===== src/mtsct_pkg.sv =====
package mtsct_pkg;

   localparam int PANEL_WIDTH  = 1620;
   localparam int PANEL_HEIGHT = 2160;
   localparam int RAW_WIDTH    = 2064;
   localparam int RAW_HEIGHT   = 2832;

   // event types and codes
   localparam logic [4:0] EV_SYN = 5'd0;
   localparam logic [4:0] EV_ABS = 5'd3;

   localparam logic [9:0] CODE_REPORT = 10'h000;
   localparam logic [9:0] CODE_SLOT   = 10'h02f;
   localparam logic [9:0] CODE_POS_X  = 10'h035;
   localparam logic [9:0] CODE_POS_Y  = 10'h036;
   localparam logic [9:0] CODE_TRACK  = 10'h039;

   localparam int X_BITS     = 11;
   localparam int Y_BITS     = 12;
   localparam int PIX_BITS   = 12;
   localparam int DX_BITS    = 12;
   localparam int DY_BITS    = 13;
   localparam int DWELL_BITS = 16;

   localparam int RAW_X_BITS = $clog2(RAW_WIDTH);
   localparam int RAW_Y_BITS = $clog2(RAW_HEIGHT);
   localparam int RAW_BITS   = (RAW_X_BITS > RAW_Y_BITS) ? RAW_X_BITS : RAW_Y_BITS;

   // floor(r * panel / raw) == (r * mult) >> shift for every r below raw
   localparam int SHIFT_X = 2 * RAW_X_BITS;
   localparam int SHIFT_Y = 2 * RAW_Y_BITS;
   localparam longint unsigned MULT_X =
      ((longint'(PANEL_WIDTH) << SHIFT_X) + longint'(RAW_WIDTH) - 1) / longint'(RAW_WIDTH);
   localparam longint unsigned MULT_Y =
      ((longint'(PANEL_HEIGHT) << SHIFT_Y) + longint'(RAW_HEIGHT) - 1) / longint'(RAW_HEIGHT);
   localparam longint unsigned MULT_MAX = (MULT_X > MULT_Y) ? MULT_X : MULT_Y;
   localparam int MULT_BITS = $clog2(MULT_MAX + 1);
   localparam int PROD_BITS = RAW_BITS + MULT_BITS;

   typedef struct packed {
      logic [31:0]        time_ms;
      logic signed [31:0] event_value;
      logic [9:0]         event_code;
      logic [4:0]         event_type;
   } evt_type;

   typedef struct packed {
      logic [DWELL_BITS-1:0]    dwell_ms;
      logic [Y_BITS-1:0]        end_y;
      logic [X_BITS-1:0]        end_x;
      logic signed [DY_BITS-1:0] delta_y;
      logic signed [DX_BITS-1:0] delta_x;
   } rsp_type;

   typedef struct packed {
      logic first_slot;
      logic contact_down;
      logic pending_start;
      logic pending_end;
   } trk_status_type;

endpackage


===== src/mtsct_scale.sv =====
module mtsct_scale
   import mtsct_pkg::*;
(
   input  logic signed [31:0]  raw_value,
   input  logic                axis_y,
   output logic [PIX_BITS-1:0] pixel
);

   logic [RAW_BITS-1:0]  lim;
   logic [RAW_BITS-1:0]  clamped;
   logic [MULT_BITS-1:0] mult;
   logic [PROD_BITS-1:0] prod;
   logic [PROD_BITS-1:0] shifted;

   always_comb begin
      lim  = axis_y ? RAW_BITS'(RAW_HEIGHT - 1) : RAW_BITS'(RAW_WIDTH - 1);
      mult = axis_y ? MULT_BITS'(MULT_Y) : MULT_BITS'(MULT_X);
      if (raw_value[31]) begin
         clamped = '0;
      end else if (raw_value[30:0] > 31'(lim)) begin
         clamped = lim;
      end else begin
         clamped = raw_value[RAW_BITS-1:0];
      end
      prod    = PROD_BITS'(clamped) * PROD_BITS'(mult);
      shifted = axis_y ? (prod >> SHIFT_Y) : (prod >> SHIFT_X);
      pixel   = shifted[PIX_BITS-1:0];
   end

endmodule


===== src/mtsct_track.sv =====
module mtsct_track
   import mtsct_pkg::*;
(
   input  logic           clock,
   input  logic           reset,
   input  logic           step_en,
   input  evt_type        evt,
   output logic           res_valid,
   output rsp_type        res,
   output trk_status_type status
);

   logic              first_slot_ff, first_slot_in;
   logic [X_BITS-1:0] cur_x_ff, cur_x_in, start_x_ff, start_x_in;
   logic [Y_BITS-1:0] cur_y_ff, cur_y_in, start_y_ff, start_y_in;
   logic              down_ff, down_in;
   logic              pend_start_ff, pend_start_in;
   logic              pend_end_ff, pend_end_in;
   logic [31:0]       start_time_ff, start_time_in;

   logic                is_sync, is_abs;
   logic [PIX_BITS-1:0] pixel;
   logic [X_BITS-1:0]   eff_sx;
   logic [Y_BITS-1:0]   eff_sy;
   logic [31:0]         eff_time, dwell_full;
   logic                eff_down;

   mtsct_scale u_scale (
      .raw_value (evt.event_value),
      .axis_y    (evt.event_code == CODE_POS_Y),
      .pixel     (pixel)
   );

   always_comb begin
      is_sync  = (evt.event_type == EV_SYN) && (evt.event_code == CODE_REPORT);
      is_abs   = (evt.event_type == EV_ABS);
      // a start pending in this frame resolves before the lift
      eff_down = down_ff | pend_start_ff;
      eff_sx   = pend_start_ff ? cur_x_ff : start_x_ff;
      eff_sy   = pend_start_ff ? cur_y_ff : start_y_ff;
      eff_time = pend_start_ff ? evt.time_ms : start_time_ff;

      dwell_full  = evt.time_ms - eff_time;
      res_valid   = is_sync && pend_end_ff && eff_down;
      res.delta_x = DX_BITS'({1'b0, cur_x_ff} - {1'b0, eff_sx});
      res.delta_y = DY_BITS'({1'b0, cur_y_ff} - {1'b0, eff_sy});
      res.end_x   = cur_x_ff;
      res.end_y   = cur_y_ff;
      res.dwell_ms = (|dwell_full[31:DWELL_BITS]) ? '1 : dwell_full[DWELL_BITS-1:0];
   end

   always_comb begin
      first_slot_in = first_slot_ff;
      cur_x_in      = cur_x_ff;
      cur_y_in      = cur_y_ff;
      start_x_in    = start_x_ff;
      start_y_in    = start_y_ff;
      down_in       = down_ff;
      pend_start_in = pend_start_ff;
      pend_end_in   = pend_end_ff;
      start_time_in = start_time_ff;
      if (is_sync) begin
         if (pend_start_ff) begin
            down_in       = 1'b1;
            start_x_in    = cur_x_ff;
            start_y_in    = cur_y_ff;
            start_time_in = evt.time_ms;
            pend_start_in = 1'b0;
         end
         if (pend_end_ff) begin
            down_in     = 1'b0;
            pend_end_in = 1'b0;
         end
      end else if (is_abs) begin
         if (evt.event_code == CODE_SLOT) begin
            first_slot_in = (evt.event_value == 32'sd0);
         end else if (first_slot_ff) begin
            case (evt.event_code)
               CODE_POS_X: cur_x_in = pixel[X_BITS-1:0];
               CODE_POS_Y: cur_y_in = pixel[Y_BITS-1:0];
               CODE_TRACK: begin
                  if (evt.event_value[31]) begin
                     pend_end_in = 1'b1;
                  end else begin
                     pend_start_in = 1'b1;
                  end
               end
               default: ;
            endcase
         end
      end
   end

   always_ff @(posedge clock) begin
      if (reset) begin
         first_slot_ff <= 1'b1;
         cur_x_ff      <= '0;
         cur_y_ff      <= '0;
         start_x_ff    <= '0;
         start_y_ff    <= '0;
         down_ff       <= 1'b0;
         pend_start_ff <= 1'b0;
         pend_end_ff   <= 1'b0;
         start_time_ff <= '0;
      end else if (step_en) begin
         first_slot_ff <= first_slot_in;
         cur_x_ff      <= cur_x_in;
         cur_y_ff      <= cur_y_in;
         start_x_ff    <= start_x_in;
         start_y_ff    <= start_y_in;
         down_ff       <= down_in;
         pend_start_ff <= pend_start_in;
         pend_end_ff   <= pend_end_in;
         start_time_ff <= start_time_in;
      end
   end

   assign status.first_slot    = first_slot_ff;
   assign status.contact_down  = down_ff;
   assign status.pending_start = pend_start_ff;
   assign status.pending_end   = pend_end_ff;

endmodule


===== src/multitouch_slot_contact_tracker_core.sv =====
// a result travels from the input register, through the tracker logic, into the result register
// throughput: one event per cycle; the input register stalls only when the
// event held there causes a result while the result register is still full
// reset: synchronous, clears the pipeline valids and the tracker state (slot zero selected)
module multitouch_slot_contact_tracker_core
   import mtsct_pkg::*;
(
   input  logic        clock,
   input  logic        reset,
   input  logic        req_tvalid,
   output logic        req_tready,
   input  logic [63:0] req_tdata,   // event_value[31:0], time_ms[63:32]
   input  logic [15:0] req_tuser,   // event_type[4:0], event_code[14:5], zero[15]
   output logic        rsp_tvalid,
   input  logic        rsp_tready,
   output logic [63:0] rsp_tdata    // delta_x, delta_y, end_x, end_y, dwell_ms
);

   logic           stage_valid_ff, stage_valid_in;
   evt_type        stage_ff, stage_in;
   logic           rsp_valid_ff, rsp_valid_in;
   rsp_type        rsp_ff, rsp_in;
   logic           res_valid;
   rsp_type        res;
   trk_status_type status;
   logic           out_free, advance;

   mtsct_track u_track (
      .clock     (clock),
      .reset     (reset),
      .step_en   (advance),
      .evt       (stage_ff),
      .res_valid (res_valid),
      .res       (res),
      .status    (status)
   );

   always_comb begin
      out_free   = !rsp_valid_ff || rsp_tready;
      advance    = stage_valid_ff && (!res_valid || out_free);
      req_tready = !stage_valid_ff || advance;

      stage_in.event_type  = req_tuser[4:0];
      stage_in.event_code  = req_tuser[14:5];
      stage_in.event_value = req_tdata[31:0];
      stage_in.time_ms     = req_tdata[63:32];
      stage_valid_in       = req_tready ? req_tvalid : stage_valid_ff;

      rsp_in = rsp_ff;
      if (advance && res_valid) begin
         rsp_valid_in = 1'b1;
         rsp_in       = res;
      end else if (rsp_tready) begin
         rsp_valid_in = 1'b0;
      end else begin
         rsp_valid_in = rsp_valid_ff;
      end
   end

   always_ff @(posedge clock) begin
      if (reset) begin
         stage_valid_ff <= 1'b0;
         rsp_valid_ff   <= 1'b0;
      end else begin
         stage_valid_ff <= stage_valid_in;
         rsp_valid_ff   <= rsp_valid_in;
      end
   end

   always_ff @(posedge clock) begin
      if (req_tready) begin
         stage_ff <= stage_in;
      end
      rsp_ff <= rsp_in;
   end

   assign rsp_tvalid = rsp_valid_ff;
   assign rsp_tdata  = rsp_ff;

   // a result is loaded only into a free result register
   a_load_free: assert property (@(posedge clock) disable iff (reset)
      (advance && res_valid) |-> out_free)
      else $error("result loaded over a pending transfer");

   // stalling the input needs a held event and a blocked result
   a_stall_cause: assert property (@(posedge clock) disable iff (reset)
      !req_tready |-> (stage_valid_ff && rsp_valid_ff && !rsp_tready && res_valid))
      else $error("input stalled without cause");

   // a held event stays put until it advances
   a_stage_hold: assert property (@(posedge clock) disable iff (reset)
      (stage_valid_ff && !advance) |=> (stage_valid_ff && $stable(stage_ff)))
      else $error("stalled event lost or changed");

   // emitting a result ends the contact
   a_contact_ends: assert property (@(posedge clock) disable iff (reset)
      (advance && res_valid) |=> (!status.contact_down && !status.pending_end
                                  && !status.pending_start))
      else $error("contact still active after result");

endmodule

===== config.mk =====
export PLATFORM = sky130hd
export DESIGN_NAME = multitouch_slot_contact_tracker_core
export DESIGN_NICKNAME = d
export VERILOG_FILES = /design/src/mtsct_pkg.sv /design/src/mtsct_scale.sv /design/src/mtsct_track.sv /design/src/multitouch_slot_contact_tracker_core.sv
export SDC_FILE = /design/constraint.sdc
export NUM_CORES = 1
export LEC_CHECK = 0
export BUFFER_PORTS_ARGS = -buffer_cell sky130_fd_sc_hd__buf_2
export CORE_ASPECT_RATIO = 0.8
export CORE_MARGIN = 8
export CORE_UTILIZATION = 56
export DETAILED_ROUTE_END_ITERATION = 7
export PLACE_DENSITY = 0.73
export SYNTH_ARGS = -nofsm -noshare
export SYNTH_HDL_FRONTEND = slang
export SYNTH_SLANG_ARGS = --single-unit
export TNS_END_PERCENT = 10

===== constraint.sdc =====
create_clock -name clock -period 16.25 [get_ports clock]
set_input_delay 3.25 -clock clock [delete_from_list [all_inputs] [get_ports clock]]
set_output_delay 3.25 -clock clock [all_outputs]
set_load 0.01 [all_outputs]

==> results.md, run 1 <==
- Status: finished, final reports clean
- Congestion Overflow GR: 0
- CTS max path bufs: 3
- Post-synth ARST share: 0
- Vias per cell: 5.75
- Worst-path clk slew: 0.06 ns
- Gr usage total: 0.223
- Max-slew headroom: 0.270
- CP Launch Type: register
- Initial antenna violation count: 0
- Layout cells sized above 1: 0.115
- Post-synthesis sequential area ratio: 0.346
- Static Leakage: 8.43 nW
- Req. time, crit path: 16.64 ns
- Fin crit share: 0.613
- Total core area: 0.0304 mm^2
- DRT antenna net count: 0
- Final setup TNS: 0 ns
- Post-CTS Hold Buffers: 0
- Clock latency on the worst-skew pair: just over 0.5 ns
- Worst path max stage delay: 0.59 ns
- Layout Utilization: 0.630
- Post-Syn Area: 0.0173 mm^2
- Starting Density: 0.569
- Slowest-stage cell, CP: or4_4
- Min-Delay Path Class: reg2reg
- Die Wd: 212 um
- CTS Buf Count: 23
- Routed Wire Length: 41100 um
- Drt first pass iters: 5
- Htree depth: 1
- Post-synthesis simple-gate area fraction: 0.142
- Iteration-0 DRC count of the detailed router: 995
- Least-Margin Pin Slew: 1.10 ns
- Worst setup EP type: register
- CTS Sinks: 227
- CTS root buf: clkbuf_16
- Synth top area share: 0.248
- Adder-cell area share of the yosys netlist: 0.269
- Post-CTS resize count: 0
- Cells after Synth: 1784
- Crit-path max FO: 18
- Routed wire length per instance: 17.6 um
- P&R area growth vs syn: 10.7%
- Setup bufs post-CTS: 0
- Commonest non-fill, non-tap cell in the layout: inv_1
- Vias in the first global route: 13200
- Final Cell Area: 0.0191 mm^2
- Largest net degree at the start of global routing: approximately 100
- Yosys warnings: 0
- Pwr dens: 73.6 mW/mm^2
- Skew final: 0.0102 ns
- Global-route wire length before repair: 66900 um
- Slew Viols, Final: 0
- Maxcap violations: 0
- Full die area: approximately 0.037 mm^2
- EDFF count, synth: 143
- Distinct cells, synth: roughly 80
- Most frequent cells in the layout: 255 x inv_1, 184 x nor2_1, 181 x ha_1, 148 x buf_2, 143 x edfxtp_1
- DP Wirelength: 32700 um
- Drc violations: 0
- # rows: 57
- WS Path Type: reg2reg
- #FFs+latches synth: 227
- Top_reg_cell synth: edfxtp_1
- N_diodes: 0
- TritonCTS clock tree: yes
- Syn avg cell area: 9.69 um^2
- CP arrival: 10.35 ns
- IO Port Bufs: 148
- Max Clk Rate: ~0.10 GHz
- RSZ-0062 raised after global routing: no
- Synth area leaders: edfxtp_1 25%, fa_1 14%, ha_1 13%
- Post-synthesis mux area share: 0.0376
- Die H: approximately 170 um
- Synth Area in XOR/XNOR: 0.0137
- Dpl cell area: around 0.018 mm^2
- Fin. Hold Viols: 0
- I/O pins: 150
- Area leader, netlist: edfxtp_1
- Peak VDD IR: 0.105 mV
- Final setup violation count: 0
- Vias: 13400
- Reg2reg setup slack: 6.29 ns
- Largest family of logic cells by synthesized area: adder cells
- Placer congestion estimate: 0.922
- Final Net Count: about 2300
- Final Critical Period: 9.96 ns
- Compound-Gate Fraction of Synth Area: 0.119
## critical path, delay by kind of cell, from the launching register on
kind	cells	cell delay, ns
mux	1	0.20
flops	1	0.38
fa+ha+maj	7	3.12
buf+inv	7	1.16
compound gates	6	1.62
simple gates	10	3.33
## cells by family (layout without fill, tap and decap cells)
logic type	after synthesis	after routing
simple gates	519	519
buf+inv	328	453
compound gates	317	317
fa+ha+maj	300	300
flops	227	227
mux	64	64
xor+xnor	27	27
other cells	2	12
## synth_stat cells, types with 5 or more instances
| master | n |
|---|---|
| nand3_1 | 57 |
| o21ai_0 | 46 |
| and2_1 | 5 |
| buf_1 | 5 |
| ha_1 | 181 |
| o211ai_1 | 12 |
| nand4_1 | 33 |
| a31oi_1 | 14 |
| a21boi_0 | 10 |
| nor2b_1 | 11 |
| xor2_1 | 11 |
| inv_1 | 255 |
| nand2_1 | 113 |
| buf_2 | 5 |
| mux2_2 | 7 |
| o31ai_1 | 10 |
| nor2_1 | 184 |
| nor4_1 | 16 |
| edfxtp_1 | 143 |
| xnor2_1 | 16 |
| dfxtp_1 | 84 |
| a21oi_1 | 123 |
| a211oi_1 | 9 |
| and3_1 | 14 |
| o21bai_1 | 9 |
| nor3_1 | 42 |
| clkbuf_1 | 58 |
| a21o_1 | 16 |
| mux2i_1 | 57 |
| o311ai_0 | 5 |
| o21a_1 | 11 |
| fa_1 | 119 |
| nand2b_1 | 11 |
## layout make-up
cell class              count  area [um^2]
flip-flops and latches    227         5980
clock inverters            11          139
inverters                 256          961
clock buffers              30          622
fillers                  2592        11200
well taps                 413          517
repair buffers            156          801
multi-input cells        1239        10100
## sequential cells by signal, summed over array words and instances (netlist names)
signal	count
u_track.start_x_ff	11
stage_valid_ff	1
rsp_tvalid	1
u_track.down_ff	1
u_track.first_slot_ff	1
stage_ff	79
u_track.cur_y_ff	12
u_track.start_y_ff	12
u_track.pend_start_ff	1
u_track.start_time_ff	32
u_track.cur_x_ff	11
rsp_tdata	64
u_track.pend_end_ff	1
## metal layers
metal  routed length (um)  track usage  part of all wire  vias to the layer above
met5                    0            0                 0                        -
met3                 3480       0.0511             0.085                       49
met2                17600        0.339              0.43                      488
met4                  805       0.0460             0.020                        0
met1                19200        0.321              0.47                     6448
li1                     -            -                 -                     6423
## power by group
part	switching [mW]	internal, mW	total [mW]
Clock	0.214	0.318	0.532
Sequential	0.00747	0.619	0.627
Combinational	0.154	0.0940	0.248
Total	0.376	1.03	1.41
## worst paths after layout
path | startpoint | endpoint | cells past startpoint
max | stage_ff[14]$_DFFE_PP_ | u_track.cur_y_ff[6]$_SDFFE_PP0P_ | 31
min | u_track.start_y_ff[1]$_SDFFE_PP0P_ | u_track.start_y_ff[1]$_SDFFE_PP0P_ | 2
max reg2reg | stage_ff[14]$_DFFE_PP_ | u_track.cur_y_ff[6]$_SDFFE_PP0P_ | 31
min reg2reg | u_track.start_y_ff[1]$_SDFFE_PP0P_ | u_track.start_y_ff[1]$_SDFFE_PP0P_ | 2
## metrics by stage
step	std cells	total power [mW]	setup slack (ns)	hold WS (ns)
after floorplan	1794	0.815	7.50	0.429
after global placement	2291	0.876	6.48	0.435
after detailed placement	2291	0.884	6.42	0.442
after CTS	2332	1.42	6.37	0.450
after global routing	2332	1.47	5.77	0.484
final	2332	1.41	6.29	0.450
Power figures use the tool's default switching activity.
==> run 2: changes to the inputs <==
- clock period: 16.25 -> 9.8 ns (I/O delays scaled with it)
==> results.md, run 2 (synthesis results as in run 1) <==
- Worst flop-to-flop path endpoint: u_track.cur_y_ff[10]$_SDFFE_PP0P_
- Die H: 173 um (unchanged)
- Maxcap violations: 0 (unchanged)
- Drc violations: 0 (unchanged)
- Fin crit share: 0.936 (+0.323)
- WS Path Type: reg2reg
- P&R area growth vs syn: 11.8%
- Max Clk Rate: 0.109 GHz (+8.6%)
- Final setup violation count: 0 (unchanged)
- Pwr dens: 125 mW/mm^2 (+71%)
- Final Net Count: 2300 (+0.57%)
- Placer congestion estimate: 0.930 (+0.90%)
- Met1 Track Usage GR: 0.326 (+0.00455)
- Worst Setup Slack, final: 0.628 ns (-5.66 ns)
- CTS max path bufs: 3 (unchanged)
- Vias in the first global route: 13100 (-0.90%)
- DRT antenna net count: 0 (unchanged)
- Largest net degree at the start of global routing: 103 (unchanged)
- Final setup TNS: 0 ns (unchanged)
- Final Cell Area: 0.0193 mm^2 (+1.0%)
- Min-Delay Path Class: reg2reg
- RSZ-0062 raised after global routing: no
- Met3 usage: 0.0499 (-0.00126)
- Setup bufs post-CTS: 0 (unchanged)
- Slowest-stage cell, CP: or4_4
- Post-CTS resize count: 0 (unchanged)
- Min-Delay Endpoint: u_track.start_y_ff[0]$_SDFFE_PP0P_
- Reg2Reg Depth: 29 (-6.5%)
- Reg2reg setup slack: 0.63 ns (-5.66 ns)
- DP Cell Count: 2303 (+0.52%)
- Drt first pass iters: 5 (unchanged)
- Static Leakage: 8.54 nW (+1.4%)
- Dpl cell area: 0.0185 mm^2 (+0.49%)
- Starting Density: 0.569 (unchanged)
- Die Wd: 212 um (unchanged)
- Initial antenna violation count: 0 (unchanged)
- IO Port Bufs: 148 (unchanged)
- Post-CTS Hold Buffers: 0 (unchanged)
- Layout cells sized above 1: 0.125 (+0.00945)
- Fin. Hold Viols: 0 (unchanged)
- TritonCTS clock tree: yes
- Skew final: 0.0104 ns (+0.000168 ns)
- CTS Sinks: 227 (unchanged)
- Max FFs per register: 79 (unchanged)
- Global-route wire length before repair: 67100 um (+0.31%)
- Vias: 13400 (-0.29%)
- CP arrival: 9.58 ns (-0.77 ns)
- CP Launch Type: register
- Most frequent cells in the layout: 255 x inv_1, 183 x nor2_1, 181 x ha_1, 148 x buf_2, 143 x edfxtp_1
- Worst path most repeated cell: nand2_1
- Least-Margin Pin Slew: 1.06 ns (-0.0361 ns)
- # rows: 57 (unchanged)
- Commonest non-fill, non-tap cell in the layout: inv_1
- Met2 Usage GRT: 0.340 (+0.00161)
- Clock latency on the worst-skew pair: 0.52 ns (about the same)
- Congestion Overflow GR: 0 (unchanged)
- Setup WS pre-CTS: 0.440 ns (-5.98 ns)
- Non-Filler Instances: 2347 (+0.64%)
- Routed Wire Length: 41600 um (+1.2%)
- Htree depth: 1 (unchanged)
- R2r startpoint: stage_ff[14]$_DFFE_PP_
- Worst-path clk slew: 0.06 ns (about the same)
- Busiest grt layer: met2
- Routed wire length per instance: 17.7 um (+0.55%)
- Full die area: 0.0368 mm^2 (unchanged)
- Worst path max stage delay: 0.59 ns (about the same)
- Status: finished, final reports clean
- Total core area: 0.0304 mm^2 (unchanged)
- N_diodes: 0 (unchanged)
- Peak VDD IR: 0.145 mV (+39%)
- CTS root buf: clkbuf_16
- I/O pins: 150 (unchanged)
- Iteration-0 DRC count of the detailed router: 992 (-0.30%)
- Req. time, crit path: 10.20 ns (-6.44 ns)
- Worst setup EP type: register
- Vias per cell: 5.70 (-0.93%)
- Gr usage total: 0.224 (+0.00129)
- Max-slew headroom: 0.294 (+0.0241)
- Hold Startpoint: u_track.start_y_ff[0]$_SDFFE_PP0P_
- Most flop-heavy register: stage_ff
- CTS Buf Count: 24 (+4.3%)
- Filler cells: 2536 (-2.2%)
- DP Wirelength: 32900 um (+0.63%)
- Slew Viols, Final: 0 (unchanged)
- Crit-path max FO: 18 (unchanged)
- Hold Path Depth: 2 (unchanged)
- Hold slack: 0.454 ns (+0.00429 ns)
- Final Critical Period: 9.17 ns (-0.786 ns)
run 2: cell count changes in the layout (fill, tap and decap cells not counted), sizes merged:
cell	delta
clkinv	+4
clkbuf	-3
buf	+12
bufinv	+2
run 2: where the power goes:
part	switching [mW]	internal [mW]
sequential	0.0120	1.03
combinational	0.257	0.160
clock	0.365	0.604
run 2: worst max-delay path, delay by kind of cell, from the launching register on:
| kind | cells | cell delay (ns) |
|---|---|---|
| DFF | 1 | 0.38 |
| buffers and inverters | 4 | 0.42 |
| AOI/OAI and AO/OA | 5 | 1.54 |
| adders and majority gates | 7 | 3.10 |
| muxes | 1 | 0.23 |
| and+or+nand+nor | 12 | 3.38 |
run 2: worst max path at each step:
stage | from | endpoint | slack [ns] | depth (start not counted)
2_1_floorplan | stage_ff[14]$_DFFE_PP_ | u_track.cur_y_ff[1]$_SDFFE_PP0P_ | 1.05 | 30
3_3_place_gp | stage_ff[14]$_DFFE_PP_ | u_track.cur_y_ff[1]$_SDFFE_PP0P_ | 0.51 | 29
3_5_place_dp | stage_ff[14]$_DFFE_PP_ | u_track.cur_y_ff[10]$_SDFFE_PP0P_ | 0.44 | 29
4_1_cts | stage_ff[14]$_DFFE_PP_ | u_track.cur_y_ff[10]$_SDFFE_PP0P_ | 0.41 | 29
5_1_grt | stage_ff[14]$_DFFE_PP_ | u_track.cur_y_ff[10]$_SDFFE_PP0P_ | 0.02 | 30
6_report | stage_ff[14]$_DFFE_PP_ | u_track.cur_y_ff[10]$_SDFFE_PP0P_ | 0.63 | 29
run 2: cell type report:
type | count | area [um^2] | area share
Sequential cell | 227 | 5980 | 0.309
Inverter | 256 | 961 | 0.0497
Timing Repair Buffer | 168 | 891 | 0.0461
Clock buffer | 27 | 643 | 0.0333
Multi-Input combinational cell | 1239 | 10100 | 0.524
Clock inverter | 17 | 218 | 0.0113
Tap cell | 413 | 517 | 0.0267
run 2: metrics by stage:
step | power [mW] | util
after CTS | 2.44 | 0.636
after global placement | 1.46 | 0.608
after detailed placement | 1.47 | 0.608
final | 2.43 | 0.636
after floorplan | 1.35 | -
after global routing | 2.53 | 0.636
run 2: metal layers:
metal | up-vias | routed length, um
li1 | 6469 | -
met1 | 6383 | 19400
met2 | 464 | 17800
met3 | 53 | 3650
met4 | 0 | 709
met5 | - | 0
==> run 3: changes to the inputs <==
- GPL_ROUTABILITY_DRIVEN: default -> 1
- clock period: 9.8 -> 11 ns (I/O delays scaled with it)
==> results.md, run 3 (synthesis results as in run 1) <==
- Dpl cell area: 0.0184 mm^2 (-0.49%)
- Worst setup EP type: register
- Iteration-0 DRC count of the detailed router: 1138 (+15%)
- CTS root buf: clkbuf_16
- Peak VDD IR: 0.159 mV (+9.7%)
- Congestion Overflow GR: 0 (unchanged)
- Least-Margin Pin Slew: 1.09 ns (+0.0296 ns)
- Power, Total: 2.10 mW (-14%)
- Static Leakage: 8.45 nW (-1.1%)
- Pwr dens: 110 mW/mm^2 (-13%)
- Register area: 0.00598 mm^2 (unchanged)
- Layout cells sized above 1: 0.116 (-0.00841)
- Starting Density: 0.569 (unchanged)
- Final setup violation count: 0 (unchanged)
- Full die area: 0.0368 mm^2 (unchanged)
- Largest net degree at the start of global routing: 103 (unchanged)
- Final setup TNS: 0 ns (unchanged)
- Most flop-heavy register: stage_ff
- N_diodes: 0 (unchanged)
- Fin crit share: 0.913 (-0.0225)
- Gr usage total: 0.221 (-0.00330)
- Routed Wire Length: 41100 um (-1.1%)
- DP Wirelength: 32500 um (-1.1%)
- Crit-path max FO: 18 (unchanged)
- CP arrival: 10.48 ns (+0.90 ns)
- Max-slew headroom: 0.274 (-0.0197)
- Final Critical Period: 10.05 ns (+0.875 ns)
- Routed wire length per instance: 17.6 um (-0.42%)
- Most frequent cells in the layout: 255 x inv_1, 184 x nor2_1, 181 x ha_1, 148 x buf_2, 143 x edfxtp_1
- Die Wd: 212 um (unchanged)
- Max Clk Rate: 0.0995 GHz (-8.7%)
- Int Power: 1.54 mW (-14%)
- Worst Path Buf+Inv: 7 (+3)
- Area occupied by multi-input gates: 0.0101 mm^2 (about the same)
- Vias: 13200 (-0.92%)
- Slowest-stage cell, CP: nor3_1
- TritonCTS clock tree: yes
- Combinational power share: 0.176 (+0.004)
- WS Path Type: reg2reg
- Switching power total: 0.556 mW (-12%)
- CP top delay family: simple AND/OR/NAND/NOR gates
- Total core area: 0.0304 mm^2 (unchanged)
- Final Cell Area: 0.0191 mm^2 (-0.96%)
- Max FFs per register: 79 (unchanged)
- P&R area growth vs syn: 10.8%
- Maxcap violations: 0 (unchanged)
- Worst path max stage delay: 0.60 ns (about the same)
- Sw Ratio: 0.265 (+0.00388)
- IO Port Bufs: 148 (unchanged)
- Worst-path clk slew: 0.06 ns (about the same)
- Clock latency on the worst-skew pair: 0.52 ns (about the same)
- Layout Utilization: 0.630 (-0.00610)
- # rows: 57 (unchanged)
- Slew Viols, Final: 0 (unchanged)
- Post-CTS resize count: 0 (unchanged)
- CTS Buf Count: 23 (-4.2%)
- Commonest non-fill, non-tap cell in the layout: inv_1
- CTS Sinks: 227 (unchanged)
- Drt first pass iters: 6 (+1)
- Drc violations: 0 (unchanged)
- DRT antenna net count: 0 (unchanged)
- Filler cells: 2578 (+1.7%)
- I/O pins: 150 (unchanged)
- Req. time, crit path: 11.44 ns (+1.24 ns)
- Final Net Count: 2287 (-0.57%)
- Global-route wire length before repair: 66100 um (-1.5%)
- CTS max path bufs: 3 (unchanged)
- Post-CTS Hold Buffers: 0 (unchanged)
- Part of the power in registers: 0.442 (+0.014)
- Htree depth: 1 (unchanged)
- Status: finished, final reports clean
- Skew final: 0.0116 ns (+0.00116 ns)
- Min-Delay Path Class: reg2reg
- Clock power frac: 0.382 (-0.018)
- Initial antenna violation count: 0 (unchanged)
- Setup bufs post-CTS: 0 (unchanged)
- Die H: 173 um (unchanged)
- Fin. Hold Viols: 0 (unchanged)
- Vias in the first global route: 12900 (-1.5%)
- CP Launch Type: register
- RSZ-0062 raised after global routing: no
- Placer congestion estimate: 0.941 (+1.2%)
- Vias per cell: 5.68 (-0.28%)
run 3: power groups by stage:
stage | registers [mW] | logic [mW] | clock network (mW)
after global placement | 0.944 | 0.349 | 0
after floorplan | 0.940 | 0.263 | 0
after global routing | 0.927 | 0.419 | 0.851
after detailed placement | 0.944 | 0.361 | 0
final | 0.926 | 0.370 | 0.801
after CTS | 0.926 | 0.364 | 0.820
run 3: layout make-up:
cell class,instances,area share
Sequential cell,227,0.312
Clock inverter,12,0.00869
Clock buffer,29,0.0318
Tap cell,413,0.0270
Multi-Input combinational cell,1239,0.528
Inverter,256,0.0502
Timing Repair Buffer,156,0.0418
run 3: worst paths after layout:
kind	from	end	slack [ns]	cells after the start
worst min register to register	u_track.start_y_ff[0]$_SDFFE_PP0P_	u_track.start_y_ff[0]$_SDFFE_PP0P_	0.45	2
worst min-delay path	u_track.start_y_ff[0]$_SDFFE_PP0P_	u_track.start_y_ff[0]$_SDFFE_PP0P_	0.45	2
worst max register to register	stage_ff[14]$_DFFE_PP_	u_track.cur_y_ff[1]$_SDFFE_PP0P_	0.95	31
worst max-delay path	stage_ff[14]$_DFFE_PP_	u_track.cur_y_ff[1]$_SDFFE_PP0P_	0.95	31
run 3: per-layer routing:
metal / routed length (um) / track usage
met1: 19700 / 0.324
met2: 17400 / 0.328
met3: 3270 / 0.0542
met4: 760 / 0.0416
met5: 0 / 0
run 3: per-stage QoR:
stage	std cells	hold WS [ns]	setup slack, ns
after floorplan	1794	0.429	2.25
after global placement	2291	0.435	1.35
after detailed placement	2291	0.442	1.26
after CTS	2332	0.451	1.19
after global routing	2332	0.472	0.360
final	2332	0.450	0.952
run 3: worst min-delay path: stages, from the launching register on:
cell and delay, ns:
dfxtp_1 0.31, nand2_1 0.05, a21oi_1 0.05
